===== src/sv/hfd_pkg.sv =====
// Shared types, constants and band lookup for the howling feedback detector.
// No dependencies; every other file of the block imports this package.
package hfd_pkg;

    localparam int NUM_BANDS  = 32;
    localparam int BAND_W     = 5;
    localparam int BIN_W      = 9;
    localparam int RUN_W      = 7;
    localparam int HOLD_W     = 10;
    localparam int POWER_W    = 32;
    localparam int SUM_W      = 40;
    localparam int PEAK3_W    = 34;
    localparam int ENERGY_W   = 42;
    localparam int GAIN_W     = 16;
    localparam int ADDR_W     = 5;
    localparam int DATA_W     = 32;
    localparam int QUEUE_DEPTH = 4;
    localparam int QPTR_W     = 2;
    localparam int QCNT_W     = 3;

    // Register indexes on the configuration port
    localparam logic [2:0] REG_TRIGGER_RUN   = 3'd0;
    localparam logic [2:0] REG_RETRIGGER_RUN = 3'd1;
    localparam logic [2:0] REG_HOLD_FRAMES   = 3'd2;
    localparam logic [2:0] REG_FAST_RUN      = 3'd3;
    localparam logic [2:0] REG_COUNT_CAP     = 3'd4;
    localparam logic [2:0] REG_FIRST_BAND    = 3'd5;

    // Register reset values
    localparam logic [RUN_W-1:0]  RST_TRIGGER_RUN   = 7'd26;
    localparam logic [RUN_W-1:0]  RST_RETRIGGER_RUN = 7'd10;
    localparam logic [HOLD_W-1:0] RST_HOLD_FRAMES   = 10'd300;
    localparam logic [RUN_W-1:0]  RST_FAST_RUN      = 7'd4;
    localparam logic [RUN_W-1:0]  RST_COUNT_CAP     = 7'd100;
    localparam logic [BAND_W-1:0] RST_FIRST_BAND    = 5'd8;

    localparam logic [BIN_W-1:0] BIN_MAX = 9'd511;

    // Band edges in bins; howl band b spans EDGE[b+1] .. EDGE[b+2]-1
    localparam logic [BIN_W-1:0] EDGE [0:NUM_BANDS+1] = '{
        9'd0,   9'd2,   9'd4,   9'd6,   9'd8,   9'd10,  9'd12,  9'd15,  9'd18,
        9'd21,  9'd24,  9'd28,  9'd32,  9'd36,  9'd41,  9'd47,  9'd53,  9'd60,
        9'd68,  9'd77,  9'd87,  9'd98,  9'd110, 9'd124, 9'd140, 9'd157, 9'd176,
        9'd198, 9'd223, 9'd251, 9'd282, 9'd317, 9'd356, 9'd400};

    typedef struct packed {
        logic [RUN_W-1:0]  trigger_run;
        logic [RUN_W-1:0]  retrigger_run;
        logic [HOLD_W-1:0] hold_frames;
        logic [RUN_W-1:0]  fast_run;
        logic [RUN_W-1:0]  count_cap;
        logic [BAND_W-1:0] first_band;
    } hfd_cfg_t;

    // Position of one bin within the band table
    typedef struct packed {
        logic              in_band;
        logic              is_lo;
        logic              is_end;
        logic [BAND_W-1:0] band;
    } hfd_bin_t;

    // One band-end or frame-end job handed from front to back
    typedef struct packed {
        logic                eval;
        logic                last;
        logic [BAND_W-1:0]   band;
        logic [BIN_W-1:0]    peak_bin;
        logic [SUM_W-1:0]    sum;
        logic [POWER_W-1:0]  peak;
        logic [POWER_W-1:0]  left;
        logic [POWER_W-1:0]  right;
        logic [ENERGY_W-1:0] energy;
        logic [GAIN_W-1:0]   gain;
        logic [RUN_W-1:0]    trigger_run;
        logic [RUN_W-1:0]    retrigger_run;
    } hfd_job_t;

    // Locate a bin: bands are disjoint, so at most one match
    function automatic hfd_bin_t bin_info(input logic [BIN_W-1:0] idx);
        hfd_bin_t info;
        info = '0;
        for (int b = 0; b < NUM_BANDS; b++)
        begin
            if (idx >= EDGE[b+1] && idx < EDGE[b+2])
            begin
                info.in_band = 1'b1;
                info.is_lo   = (idx == EDGE[b+1]);
                info.is_end  = (idx == EDGE[b+2] - 9'd1);
                info.band    = BAND_W'(b);
            end
        end
        return info;
    endfunction

endpackage


===== src/sv/howling_feedback_detector_core.sv =====
// Howling feedback detector: bins enter one per cycle; the job pushed with
// last_bin passes the queue, back stages s1 and s2, and the output register.
// Throughput: one bin per cycle, sustained; the front stalls only on a full
// four-entry job queue, which fills only while a result waits at the output.
// Reset (rst_n, async, active low) clears counters, peak history, hold timer
// and pipeline; configuration registers return to their defaults.
module howling_feedback_detector_core (
    input  logic                           clk,
    input  logic                           rst_n,
    input  logic                           psel,
    input  logic                           penable,
    input  logic                           pwrite,
    input  logic [hfd_pkg::ADDR_W-1:0]     paddr,
    input  logic [hfd_pkg::DATA_W-1:0]     pwdata,
    output logic [hfd_pkg::DATA_W-1:0]     prdata,
    output logic                           pready,
    input  logic                           in_valid,
    output logic                           in_ready,
    input  logic [hfd_pkg::POWER_W-1:0]    bin_power,
    input  logic [hfd_pkg::ENERGY_W-1:0]   frame_energy,
    input  logic [hfd_pkg::GAIN_W-1:0]     band_gain,
    input  logic                           last_bin,
    output logic                           out_valid,
    input  logic                           out_ready,
    output logic                           howl_active,
    output logic                           confirmed,
    output logic [hfd_pkg::HOLD_W-1:0]     hold_left
);
    import hfd_pkg::*;

    hfd_cfg_t   cfg_reg;
    logic [2:0] reg_index;
    logic       cfg_write;
    logic       accept, push, pop, empty, full;
    hfd_job_t   push_job, head_job;

    assign pready    = 1'b1;
    assign reg_index = paddr[4:2];
    assign cfg_write = psel && penable && pwrite;

    // Write configuration registers
    always_ff @(posedge clk or negedge rst_n)
    begin
        if (!rst_n)
        begin
            cfg_reg.trigger_run   <= RST_TRIGGER_RUN;
            cfg_reg.retrigger_run <= RST_RETRIGGER_RUN;
            cfg_reg.hold_frames   <= RST_HOLD_FRAMES;
            cfg_reg.fast_run      <= RST_FAST_RUN;
            cfg_reg.count_cap     <= RST_COUNT_CAP;
            cfg_reg.first_band    <= RST_FIRST_BAND;
        end
        else if (cfg_write)
        begin
            case (reg_index)
                REG_TRIGGER_RUN:   cfg_reg.trigger_run   <= pwdata[RUN_W-1:0];
                REG_RETRIGGER_RUN: cfg_reg.retrigger_run <= pwdata[RUN_W-1:0];
                REG_HOLD_FRAMES:   cfg_reg.hold_frames   <= pwdata[HOLD_W-1:0];
                REG_FAST_RUN:      cfg_reg.fast_run      <= pwdata[RUN_W-1:0];
                REG_COUNT_CAP:     cfg_reg.count_cap     <= pwdata[RUN_W-1:0];
                REG_FIRST_BAND:    cfg_reg.first_band    <= pwdata[BAND_W-1:0];
                default: ;
            endcase
        end
    end

    // Read back configuration registers
    always_comb
    begin
        case (reg_index)
            REG_TRIGGER_RUN:   prdata = DATA_W'(cfg_reg.trigger_run);
            REG_RETRIGGER_RUN: prdata = DATA_W'(cfg_reg.retrigger_run);
            REG_HOLD_FRAMES:   prdata = DATA_W'(cfg_reg.hold_frames);
            REG_FAST_RUN:      prdata = DATA_W'(cfg_reg.fast_run);
            REG_COUNT_CAP:     prdata = DATA_W'(cfg_reg.count_cap);
            REG_FIRST_BAND:    prdata = DATA_W'(cfg_reg.first_band);
            default:           prdata = '0;
        endcase
    end

    assign in_ready = !full;
    assign accept   = in_valid && in_ready;

    hfd_front u_front (
        .clk          (clk),
        .rst_n        (rst_n),
        .cfg          (cfg_reg),
        .accept       (accept),
        .bin_power    (bin_power),
        .frame_energy (frame_energy),
        .band_gain    (band_gain),
        .last_bin     (last_bin),
        .push         (push),
        .job          (push_job)
    );

    hfd_queue u_queue (
        .clk      (clk),
        .rst_n    (rst_n),
        .push     (push),
        .push_job (push_job),
        .pop      (pop),
        .head_job (head_job),
        .empty    (empty),
        .full     (full)
    );

    hfd_back u_back (
        .clk         (clk),
        .rst_n       (rst_n),
        .cfg         (cfg_reg),
        .head_job    (head_job),
        .empty       (empty),
        .pop         (pop),
        .out_valid   (out_valid),
        .out_ready   (out_ready),
        .howl_active (howl_active),
        .confirmed   (confirmed),
        .hold_left   (hold_left)
    );

endmodule


===== src/sv/hfd_front.sv =====
// Front end: accepts bin transactions, tracks band peak and sum, emits jobs.
// Depends on hfd_pkg.
module hfd_front (
    input  logic                           clk,
    input  logic                           rst_n,
    input  hfd_pkg::hfd_cfg_t              cfg,
    input  logic                           accept,
    input  logic [hfd_pkg::POWER_W-1:0]    bin_power,
    input  logic [hfd_pkg::ENERGY_W-1:0]   frame_energy,
    input  logic [hfd_pkg::GAIN_W-1:0]     band_gain,
    input  logic                           last_bin,
    output logic                           push,
    output hfd_pkg::hfd_job_t              job
);
    import hfd_pkg::*;

    logic [BIN_W-1:0]   bin_index_reg, bin_index_next;
    hfd_bin_t           info_reg, info_next;
    logic [SUM_W-1:0]   sum_reg, sum_next;
    logic [POWER_W-1:0] peak_reg, peak_next;
    logic [BIN_W-1:0]   peak_bin_reg, peak_bin_next;
    logic [POWER_W-1:0] left_reg, left_next;
    logic [POWER_W-1:0] right_reg, right_next;
    logic [POWER_W-1:0] prev_reg;
    logic [RUN_W-1:0]   trig_reg, trig_next;
    logic [RUN_W-1:0]   retrig_reg, retrig_next;

    logic [SUM_W-1:0]   sum_base;
    logic [POWER_W-1:0] peak_base, left_base, right_base;
    logic [BIN_W-1:0]   peak_bin_base;
    logic               eval;

    // Advance the bin counter and look up the next bin's band position
    always_comb
    begin
        if (last_bin)
            bin_index_next = '0;
        else if (bin_index_reg != BIN_MAX)
            bin_index_next = bin_index_reg + 9'd1;
        else
            bin_index_next = BIN_MAX;
        info_next = bin_info(bin_index_next);
    end

    // Latch run thresholds at the first bin of each frame
    always_comb
    begin
        trig_next   = trig_reg;
        retrig_next = retrig_reg;
        if (bin_index_reg == '0)
        begin
            trig_next   = cfg.trigger_run;
            retrig_next = cfg.retrigger_run;
        end
    end

    // Track the first strict maximum of the band and its neighbors
    always_comb
    begin
        if (info_reg.is_lo)
        begin
            sum_base      = '0;
            peak_base     = '0;
            peak_bin_base = bin_index_reg;
            left_base     = '0;
            right_base    = '0;
        end
        else
        begin
            sum_base      = sum_reg;
            peak_base     = peak_reg;
            peak_bin_base = peak_bin_reg;
            left_base     = left_reg;
            right_base    = right_reg;
        end
        sum_next      = sum_base + SUM_W'(bin_power);
        peak_next     = peak_base;
        peak_bin_next = peak_bin_base;
        left_next     = left_base;
        right_next    = right_base;
        if (bin_power > peak_base)
        begin
            peak_next     = bin_power;
            peak_bin_next = bin_index_reg;
            left_next     = info_reg.is_lo ? '0 : prev_reg;
            right_next    = '0;
        end
        else if ({1'b0, bin_index_reg} == {1'b0, peak_bin_base} + 10'd1)
        begin
            right_next = bin_power;
        end
    end

    // Emit a job at an examined band end or at frame end
    assign eval = info_reg.in_band && info_reg.is_end && (info_reg.band >= cfg.first_band);
    assign push = accept && (eval || last_bin);

    always_comb
    begin
        job.eval          = eval;
        job.last          = last_bin;
        job.band          = info_reg.band;
        job.peak_bin      = peak_bin_next;
        job.sum           = sum_next;
        job.peak          = peak_next;
        job.left          = left_next;
        job.right         = right_next;
        job.energy        = frame_energy;
        job.gain          = band_gain;
        job.trigger_run   = trig_next;
        job.retrigger_run = retrig_next;
    end

    always_ff @(posedge clk or negedge rst_n)
    begin
        if (!rst_n)
        begin
            bin_index_reg <= '0;
            info_reg      <= bin_info('0);
            sum_reg       <= '0;
            peak_reg      <= '0;
            peak_bin_reg  <= '0;
            left_reg      <= '0;
            right_reg     <= '0;
            prev_reg      <= '0;
            trig_reg      <= '0;
            retrig_reg    <= '0;
        end
        else if (accept)
        begin
            bin_index_reg <= bin_index_next;
            info_reg      <= info_next;
            prev_reg      <= bin_power;
            trig_reg      <= trig_next;
            retrig_reg    <= retrig_next;
            if (info_reg.in_band)
            begin
                sum_reg      <= sum_next;
                peak_reg     <= peak_next;
                peak_bin_reg <= peak_bin_next;
                left_reg     <= left_next;
                right_reg    <= right_next;
            end
        end
    end

endmodule


===== src/sv/hfd_queue.sv =====
// Short job queue between front and back end.
// Depends on hfd_pkg.
module hfd_queue (
    input  logic              clk,
    input  logic              rst_n,
    input  logic              push,
    input  hfd_pkg::hfd_job_t push_job,
    input  logic              pop,
    output hfd_pkg::hfd_job_t head_job,
    output logic              empty,
    output logic              full
);
    import hfd_pkg::*;

    hfd_job_t          entry_reg [QUEUE_DEPTH];
    logic [QPTR_W-1:0] wr_ptr_reg, rd_ptr_reg;
    logic [QCNT_W-1:0] count_reg;
    logic              do_pop;

    assign empty    = (count_reg == '0);
    assign full     = (count_reg == QCNT_W'(QUEUE_DEPTH));
    assign head_job = entry_reg[rd_ptr_reg];
    assign do_pop   = pop && !empty;

    // Store pushed jobs
    always_ff @(posedge clk)
    begin
        if (push)
            entry_reg[wr_ptr_reg] <= push_job;
    end

    // Advance pointers and occupancy
    always_ff @(posedge clk or negedge rst_n)
    begin
        if (!rst_n)
        begin
            wr_ptr_reg <= '0;
            rd_ptr_reg <= '0;
            count_reg  <= '0;
        end
        else
        begin
            if (push)
                wr_ptr_reg <= wr_ptr_reg + 2'd1;
            if (do_pop)
                rd_ptr_reg <= rd_ptr_reg + 2'd1;
            if (push && !do_pop)
                count_reg <= count_reg + 3'd1;
            else if (do_pop && !push)
                count_reg <= count_reg - 3'd1;
        end
    end

endmodule


===== src/sv/hfd_back.sv =====
// Back end: sums peak energy, tests band shape, updates per-band counters,
// the hold timer and the result register. Depends on hfd_pkg.
module hfd_back (
    input  logic                          clk,
    input  logic                          rst_n,
    input  hfd_pkg::hfd_cfg_t             cfg,
    input  hfd_pkg::hfd_job_t             head_job,
    input  logic                          empty,
    output logic                          pop,
    output logic                          out_valid,
    input  logic                          out_ready,
    output logic                          howl_active,
    output logic                          confirmed,
    output logic [hfd_pkg::HOLD_W-1:0]    hold_left
);
    import hfd_pkg::*;

    // Stage one: peak energy
    logic                s1_valid_reg;
    logic                s1_eval_reg, s1_last_reg;
    logic [BAND_W-1:0]   s1_band_reg;
    logic [BIN_W-1:0]    s1_peak_bin_reg;
    logic [SUM_W-1:0]    s1_sum_reg;
    logic [PEAK3_W-1:0]  s1_peak3_reg;
    logic [ENERGY_W-1:0] s1_energy_reg;
    logic [GAIN_W-1:0]   s1_gain_reg;
    logic [RUN_W-1:0]    s1_trig_reg, s1_retrig_reg;

    // Stage two: shape flags
    logic                s2_valid_reg;
    logic                s2_eval_reg, s2_last_reg;
    logic [BAND_W-1:0]   s2_band_reg;
    logic [BIN_W-1:0]    s2_peak_bin_reg;
    logic                s2_narrow_reg, s2_loud_reg;
    logic [RUN_W-1:0]    s2_trig_reg, s2_retrig_reg;

    // Per-band and frame state
    logic [RUN_W-1:0]    stable_count_reg [NUM_BANDS];
    logic [RUN_W-1:0]    fast_count_reg [NUM_BANDS];
    logic                peak_valid_reg [NUM_BANDS];
    logic [BIN_W-1:0]    peak_bin_reg [NUM_BANDS];
    logic [HOLD_W-1:0]   hold_timer_reg, hold_timer_next;
    logic                frame_trigger_reg;

    logic                out_valid_reg;
    logic                confirmed_reg;
    logic [HOLD_W-1:0]   hold_left_reg;

    logic                adv, commit, frame_end;
    logic [45:0]         sum_x50, sum_x7, peak3_x10, peak3_x5, energy_x2;
    logic [20:0]         gain_x20;
    logic                narrow, loud;

    logic [RUN_W-1:0]    s_cur, f_cur, s_new, f_new, threshold;
    logic [BIN_W-1:0]    lp_bin;
    logic                lp_valid, stable, band_trig, trig_now;

    // Stall only when a frame result cannot enter the output register
    assign adv = !(s2_valid_reg && s2_last_reg && out_valid_reg && !out_ready);
    assign pop = adv && !empty;
    assign commit    = adv && s2_valid_reg;
    assign frame_end = commit && s2_last_reg;

    // Shape tests on exact integer ratios
    always_comb
    begin
        sum_x50   = 46'(s1_sum_reg) * 46'd50;
        sum_x7    = 46'(s1_sum_reg) * 46'd7;
        peak3_x10 = 46'(s1_peak3_reg) * 46'd10;
        peak3_x5  = 46'(s1_peak3_reg) * 46'd5;
        energy_x2 = 46'(s1_energy_reg) * 46'd2;
        gain_x20  = 21'(s1_gain_reg) * 21'd20;
        narrow    = (sum_x50 > 46'(s1_energy_reg)) && (peak3_x10 > sum_x7);
        loud      = (peak3_x5 > energy_x2) && (gain_x20 < 21'd65536);
    end

    // Update the counters of the band being committed
    always_comb
    begin
        s_cur    = stable_count_reg[s2_band_reg];
        f_cur    = fast_count_reg[s2_band_reg];
        lp_valid = peak_valid_reg[s2_band_reg];
        lp_bin   = peak_bin_reg[s2_band_reg];
        stable   = s2_narrow_reg && lp_valid
                   && ({1'b0, s2_peak_bin_reg} <= {1'b0, lp_bin} + 10'd1)
                   && ({1'b0, lp_bin} <= {1'b0, s2_peak_bin_reg} + 10'd1);
        if (stable)
            s_new = (s_cur < cfg.count_cap) ? s_cur + 7'd1 : s_cur;
        else if (s2_narrow_reg)
            s_new = (s_cur > 7'd1) ? s_cur - 7'd1 : '0;
        else
            s_new = (s_cur > 7'd2) ? s_cur - 7'd2 : '0;
        if (stable && s2_loud_reg)
            f_new = (f_cur < cfg.count_cap) ? f_cur + 7'd1 : f_cur;
        else
            f_new = (f_cur > 7'd2) ? f_cur - 7'd2 : '0;
        threshold = (hold_timer_reg != '0) ? s2_retrig_reg : s2_trig_reg;
        band_trig = s2_eval_reg && ((s_new >= threshold) || (f_new >= cfg.fast_run));
        trig_now  = frame_trigger_reg || band_trig;
        if (trig_now)
            hold_timer_next = cfg.hold_frames;
        else if (hold_timer_reg != '0)
            hold_timer_next = hold_timer_reg - 10'd1;
        else
            hold_timer_next = '0;
    end

    // Move payload through the pipeline
    always_ff @(posedge clk)
    begin
        if (adv)
        begin
            s1_eval_reg     <= head_job.eval;
            s1_last_reg     <= head_job.last;
            s1_band_reg     <= head_job.band;
            s1_peak_bin_reg <= head_job.peak_bin;
            s1_sum_reg      <= head_job.sum;
            s1_peak3_reg    <= PEAK3_W'(head_job.peak) + PEAK3_W'(head_job.left)
                               + PEAK3_W'(head_job.right);
            s1_energy_reg   <= head_job.energy;
            s1_gain_reg     <= head_job.gain;
            s1_trig_reg     <= head_job.trigger_run;
            s1_retrig_reg   <= head_job.retrigger_run;

            s2_eval_reg     <= s1_eval_reg;
            s2_last_reg     <= s1_last_reg;
            s2_band_reg     <= s1_band_reg;
            s2_peak_bin_reg <= s1_peak_bin_reg;
            s2_narrow_reg   <= narrow;
            s2_loud_reg     <= loud;
            s2_trig_reg     <= s1_trig_reg;
            s2_retrig_reg   <= s1_retrig_reg;
        end
        if (frame_end)
        begin
            confirmed_reg <= trig_now;
            hold_left_reg <= hold_timer_next;
        end
    end

    // Control and detector state
    always_ff @(posedge clk or negedge rst_n)
    begin
        if (!rst_n)
        begin
            s1_valid_reg      <= 1'b0;
            s2_valid_reg      <= 1'b0;
            out_valid_reg     <= 1'b0;
            hold_timer_reg    <= '0;
            frame_trigger_reg <= 1'b0;
            for (int b = 0; b < NUM_BANDS; b++)
            begin
                stable_count_reg[b] <= '0;
                fast_count_reg[b]   <= '0;
                peak_valid_reg[b]   <= 1'b0;
                peak_bin_reg[b]     <= '0;
            end
        end
        else
        begin
            if (adv)
            begin
                s1_valid_reg <= !empty;
                s2_valid_reg <= s1_valid_reg;
            end
            if (commit && s2_eval_reg)
            begin
                stable_count_reg[s2_band_reg] <= s_new;
                fast_count_reg[s2_band_reg]   <= f_new;
                peak_valid_reg[s2_band_reg]   <= s2_narrow_reg;
                peak_bin_reg[s2_band_reg]     <= s2_narrow_reg ? s2_peak_bin_reg : '0;
            end
            if (frame_end)
            begin
                hold_timer_reg    <= hold_timer_next;
                frame_trigger_reg <= 1'b0;
            end
            else if (commit && band_trig)
            begin
                frame_trigger_reg <= 1'b1;
            end
            if (frame_end)
                out_valid_reg <= 1'b1;
            else if (out_ready)
                out_valid_reg <= 1'b0;
        end
    end

    assign out_valid   = out_valid_reg;
    assign confirmed   = confirmed_reg;
    assign hold_left   = hold_left_reg;
    assign howl_active = (hold_left_reg != '0);

endmodule


===== config.mk =====
export PLATFORM = sky130hd
export DESIGN_NAME = howling_feedback_detector_core
export DESIGN_NICKNAME = d
export VERILOG_FILES = /design/src/sv/hfd_pkg.sv /design/src/sv/howling_feedback_detector_core.sv /design/src/sv/hfd_front.sv /design/src/sv/hfd_queue.sv /design/src/sv/hfd_back.sv
export SDC_FILE = /design/constraint.sdc
export NUM_CORES = 2
export LEC_CHECK = 0
export ABC_AREA = 1
export ABC_CLOCK_PERIOD_IN_PS = 15500
export BUFFER_PORTS_ARGS = -buffer_cell sky130_fd_sc_hd__buf_2
export CAP_MARGIN = 20
export CORE_ASPECT_RATIO = 0.6
export CORE_MARGIN = 3
export CORE_UTILIZATION = 50
export DETAILED_ROUTE_END_ITERATION = 10
export PLACE_DENSITY = 0.64
export SKIP_CTS_REPAIR_TIMING = 1
export SYNTH_ARGS = -nofsm -noshare
export SYNTH_HDL_FRONTEND = slang
export SYNTH_HIERARCHICAL = 1
export SYNTH_SLANG_ARGS = --single-unit

===== constraint.sdc =====
create_clock -name clk -period 15.5 [get_ports clk]
set_clock_uncertainty 0.2 [all_clocks]
set_input_delay 0.775 -clock clk [delete_from_list [all_inputs] [get_ports clk]]
set_output_delay 0.775 -clock clk [all_outputs]
set_load 0.02 [all_outputs]

Word-level counts from Yosys, hierarchy flattened:

Memory sizes are Yosys's and may differ from the RTL's.
Index checks and enable logic that the tools add are counted.

* flip-flop bits (word level): 1245
* RAM bits: 896
* input bits: 135
* output and inout port bits: 47
* word-level logic and storage cells: 523
* memories: 1

Memories
* u_queue.entry_reg: words 4, width 224, read ports 1, clocked after Yosys merged registers in 0, wr ports 1, line hfd_queue.sv:15 `hfd_job_t entry_reg [QUEUE_DEPTH];`

* add/subtract/negate cells: 17
* $mul: 5
* $lt $le $gt $ge: 81
* equal/unequal tests: 72
* muxes and demuxes: 90
* bitwise operators: 1
* reduce and logical (&&, ||, !) cells: 81

Operator list (count)
* $bwmux 224: 2
* $bwmux 288: 1
* $mux 32: 8
* $mux 8: 32
* $mux 7: 16
* $eq 9x7->1 const B: 12
* $eq 9x8->1 const B: 12
* $eq 9x6->1 const B: 11
* $eq 9x5->1 const B: 9
* $mul 34x3->37 const B: 2
* $mux 9: 8
* $bmux 7 s5: 2
* $eq 9x4->1 const B: 7
* $eq 9x9->1 const B: 7
* $pmux 10 s6: 1
* $logic_and 1x1->1: 57
* $ge 9x6->1 const B: 6
* $ge 9x7->1 const B: 6
* $ge 9x8->1 const B: 6
* $lt 9x6->1 const B: 6
* $lt 9x7->1 const B: 6
* $lt 9x8->1 const B: 6
* $gt 46x42->1: 1
* $bmux 9 s5: 1
* 60 further kinds: 122

Logic depth before layout (Yosys ltp):

* depth in word-level cells: 37
* depth in mapped cells: 48
* mapped depth without buffers: 44

Cells and area by module:

Netlist, hierarchy kept.

Modules (own cells, without submodules)
* hfd_back: times used 1, cells an instance 7783, area an instance 60735.8 um2, sequential area each 25724.7 um2
* hfd_queue: times used 1, cells an instance 2669, area an instance 35636.7 um2, sequential area each 27081.0 um2
* hfd_front: times used 1, cells an instance 2110, area an instance 14818.0 um2, sequential area each 5205.0 um2
* howling_feedback_detector_core: times used 1, cells an instance 312, area an instance 2351.0 um2, sequential area each 1093.5 um2

Worst setup path before layout:

No wires, ideal clock.

* path type: input -> register
* from: input in_valid
* to: memory u_queue/entry_reg[0][0] in the netlist's numbering, enable pin
* arrival time: 6360 ps
* required time: 14724 ps
* path slack: 8364 ps
* stages: 9
* cell sequence: inv_1 > nor2_1 > clkbuf_1 > clkinv_1 > clkbuf_1 > nor2_1 > clkbuf_1 > nand2_1 > inv_1

* longest elaborated chain between the ends: 4

RTL lines
* start, declared: line howling_feedback_detector_core.sv:17 `input logic in_valid,`
* $logic_and 1x1->1: line howling_feedback_detector_core.sv:82 `assign accept = in_valid && in_ready;`
* named net accept: line howling_feedback_detector_core.sv:34 `logic accept, push, pop, empty, full;`
* $logic_and 1x1->1: line hfd_front.sv:96 `assign push = accept && (eval || last_bin);`
* named net push: line howling_feedback_detector_core.sv:34
* $mux 1: line hfd_queue.sv:28 `if (push)`
* $mux 1 (not written as such): line hfd_queue.sv:29 `entry_reg[wr_ptr_reg] <= push_job;`
* end, declared: line hfd_queue.sv:15

The timed path passes the listed nets, and every way through them passes these cells.

Worst setup path in the final report:

* from: register u_back.s2_band_reg[0]
* to: register u_back.hold_left_reg[8] (netlist: u_back/hold_left[8]) (data pin)

* longest elaborated chain between the ends: 15
* elaborated cells between the ends (all ways): 44
* those cells by class: add/sub (6); order compare (9); mux (21); bitwise (1); reduce/logical (7)

RTL lines
* start, declared: line hfd_back.sv:32 `logic [BAND_W-1:0] s2_band_reg;`
* start signal, assigned: line hfd_back.sv:127 `s2_band_reg <= s1_band_reg;`
* $not 5->6 (not written as such) *: line hfd_back.sv:81, hfd_back.sv:82, hfd_back.sv:83
* $bmux 9 s5: line hfd_back.sv:83 `lp_bin = peak_bin_reg[s2_band_reg];`
* $mux 9 (not written as such) (2 in a row): line hfd_back.sv:83
* $add 9x1->10: line hfd_back.sv:85 `&& ({1'b0, s2_peak_bin_reg} <= {1'b0, lp_bin} + 10'd1)`
* $le 9x10->1: line hfd_back.sv:85
* $logic_and 1x1->1: line hfd_back.sv:85
* $logic_and 1x1->1: line hfd_back.sv:86 `&& ({1'b0, lp_bin} <= {1'b0, s2_peak_bin_reg} + 10'd1);`
* $logic_and 1x1->1: line hfd_back.sv:93 `if (stable && s2_loud_reg)`
* $mux 7 *: line hfd_back.sv:93
* named net u_back.f_new[1]: line hfd_back.sv:54 `logic [RUN_W-1:0] s_cur, f_cur, s_new, f_new, threshold;`
* $ge 7x7->1 *: line hfd_back.sv:98 `band_trig = s2_eval_reg && ((s_new >= threshold) || (f_new >= cfg.fast_run));`
* $logic_or 1x1->1 *: line hfd_back.sv:98
* $logic_and 1x1->1 *: line hfd_back.sv:98
* $logic_or 1x1->1 *: line hfd_back.sv:99 `trig_now = frame_trigger_reg || band_trig;`
* $mux 10 *: line hfd_back.sv:100 `if (trig_now)`
* named net u_back.hold_timer_next[8]: line hfd_back.sv:42 `logic [HOLD_W-1:0] hold_timer_reg, hold_timer_next;`
* end signal, assigned: line hfd_back.sv:137 `hold_left_reg <= hold_timer_next;`
* end, declared: line hfd_back.sv:47 `logic [HOLD_W-1:0] hold_left_reg;`

Mark *: on every way through the listed nets, which the timed path passes. The rest lies on a longest branch. The select of a mux whose other input is x is not followed.
A chain may end at the register's enable or synchronous reset.

==> results by group <==
Critical path
  – Kind of critical path: reg -> reg
  – Critical path capture point type: flop
  – Worst reg2reg path depth: 43
  – CP max stage delay: 0.62 ns
  – Crit-path most repeated cell: nand2_1
  – CP max FO: 38
  – Reg2reg start: u_back/s2_band_reg[0]
  – WP data required: approximately 16 ns
  – CP max stage cell: a21oi_1
  – Worst reg2reg endpoint: u_back/hold_left[8]
  – Startpoint class of the critical path: flop
  – Worst setup endpoint: u_back/hold_left[8]
  – Flop2flop setup slack: approximately 6.3 ns
  – Crit path from: u_back/s2_band_reg[0]
  – CP arrival: between 9 and 10 ns

Route
  – Vias: 90500
  – Drt total wl: around 350 mm
  – DR vias/cell: about 5.7
  – Pre-antenna DRT Iters: 8
  – Antenna-violating nets left: 0
  – WL/cell: 22.0 um
  – DRT iter0 DRCs: 10800
  – Number of remaining DRC errors: 0

Floorplan
  – Die Ht: between 300 and 400 um
  – Initial Util: 50.7%
  – Number of I/O pins: 182
  – CORE AREA: 224000 um^2
  – Die W: ~620 um
  – # rows: 134
  – Die area: 233000 um^2

Timing
  – Crit share post-route: 59.4%
  – F_max: 109 MHz
  – Final Hold Fails: 0
  – RSZ-0062 raised after global routing: false
  – Final worst slack: 6.29 ns
  – Setup TNS: 0 ns
  – Slew @ Worst Pin: approximately 1.3 ns
  – Max_slew headroom: 12.2%
  – Max Slew Vio Count: 0
  – Post-route minimum period: 9.21 ns
  – Final setup viols: 0

Logic synthesis
  – Netlist cell types: 69
  – Post-Synthesis Cells: 12900
  – Syn. warnings: 6
  – Post-synth top area share: 29.1%
  – Prevailing post-synth register cell: edfxtp_1
  – Leading post-synthesis cells by cell area: edfxtp_1, dfrtp_1, nand2_1
  – Synthesized area per cell: between 8 and 9 um^2
  – Synth Cell Area: 114000 um^2
  – Number of synthesized flops with an enable pin: 1101
  – Flops & latches, synth: 2141
  – Fraction of registers with async set/reset: 48.6%
  – Sequential share of the synthesized area: 52.1%
  – Largest area contributor in the netlist: edfxtp_1

Outcome
  – Outcome: completed

Clock tree
  – # H-tree levels: 4
  – Worst-Skew Late Latency: 0.88 ns
  – Sink Count: 2141
  – Worst-case clock buffer depth: 4
  – CTS tree: built
  – CTS buffer count: 209
  – Worst-path clk slew: 0.06 ns
  – Clk Tree Root Cell: clkbuf_16

GRT
  – Global route overflow: 0
  – Largest net degree at the start of global routing: 168
  – Number of global-route vias before repair: approximately 84000
  – Overall global routing resource usage: 29.6%
  – Initial antenna violation count: 44
  – First-pass GRT wire length: 527 mm

Placement
  – Placed Area: 116000 um^2
  – Placer congestion estimate: 0.968
  – DP Worst Slack: 6.28 ns
  – Dpl hpwl: 238 mm
  – Port bufs: about 130
  – Placed Instances: 15500

Layout
  – Reg area: 59100 um^2
  – Filler cells: 20000
  – Non-Filler Instances: around 16000
  – Area grow syn2layout: 9.05%
  – Max FFs per register: ~900
  – Fin area: 124000 um^2
  – Most frequent cells in the layout: nand2_1, inv_1, edfxtp_1, dfrtp_1, o21ai_0
  – Total Nets Final: roughly 14000
  – Most common cell after layout, fill and taps aside: nand2_1
  – Multi-input logic area: 46400 um^2
  – Share of cells above drive strength 1: between 6 and 7%

Job
  – Reported max-cap violation count: 0

Min path
  – Hold Crit Class: in -> reg
==> metrics by stage <==
step | util, % | hold WS [ns]
final | 55.3 | 0.0428
after floorplan | - | 0.200
after global routing | 55.3 | 0.000246
after CTS | 54.9 | -0.317
after detailed placement | 51.8 | 0.205
after global placement | 51.8 | 0.202
==> worst min path at each step <==
stage	start	end	slack, ns	cells past startpoint
floorplan	u_back/s1_band_reg[0]	u_back/s2_band_reg[0]	0.20	0
global placement	u_back/s1_peak_bin_reg[6]	u_back/s2_peak_bin_reg[6]	0.20	0
detailed placement	u_back/s1_last_reg	u_back/s2_last_reg	0.20	0
CTS	rst_n	u_back/hold_timer_reg[1]	-0.32	1
global route	pwdata[3]	cfg_reg[3]	0.0002	3
finish	pwdata[3]	cfg_reg[3]	0.04	3
==> routing by layer <==
metal | vias to the layer above | part of all wire, % | GRT usage [%]
li1 | 42100 | - | -
met1 | 43900 | 48 | 47.5
met2 | 4087 | 38 | 38.5
met3 | 420 | 12 | 9.27
met4 | 4 | 1.9 | 5.47
met5 | - | 0.0077 | 0.0613
==> synthesized netlist by cell type (33+ instances only) <==
master	n
nand2_1	4615
inv_1	1231
edfxtp_1	1101
dfrtp_1	1026
o21ai_0	765
ha_1	533
nand3_1	506
nor2_1	490
o211ai_1	461
a21oi_1	428
clkbuf_1	308
buf_2	234
nand4_1	145
xor2_1	128
fa_1	111
buf_4	95
xnor2_1	79
a22oi_1	64
nor3_1	59
buf_1	55
inv_2	53
a31oi_1	33
==> cell type report <==
| cell class | instances | share of cell area, % |
|---|---|---|
| Inverter | 1288 | 3.96 |
| Clock buffer | 294 | 4.85 |
| Clock inverter | 88 | 0.776 |
| Tap cell | 2992 | 3.02 |
| Antenna cell | 14 | 0.0283 |
| Multi-Input combinational cell | 8767 | 37.5 |
| Sequential cell | 2141 | 47.7 |
| Timing Repair Buffer | 346 | 2.11 |
==> worst max-delay path, delay by kind of cell, from the launching register on <==
kind	cells	cell delay (ns)
compound gates	7	1.22
xor+xnor	1	0.17
fa+ha+maj	3	0.76
buf+inv	9	2.78
flops	1	0.32
simple gates	23	3.46
==> cell families (layout without fill, tap and decap cells) <==
kind of cell | Yosys count | count (layout) | synth area share (%)
other cells | 2 | 37 | 0.00661
simple gates | 5930 | 5930 | 20.9
fa+ha+maj | 644 | 644 | 7.83
xor+xnor | 207 | 207 | 1.60
compound gates | 1956 | 1956 | 10.4
buf+inv | 1987 | 2016 | 7.19
flops | 2141 | 2141 | 52.1
mux | 7 | 7 | 0.0628
Power is left out: the tool's default activity adds up to more than one toggle a clock period on the data nets, which glitch-free logic cannot reach.
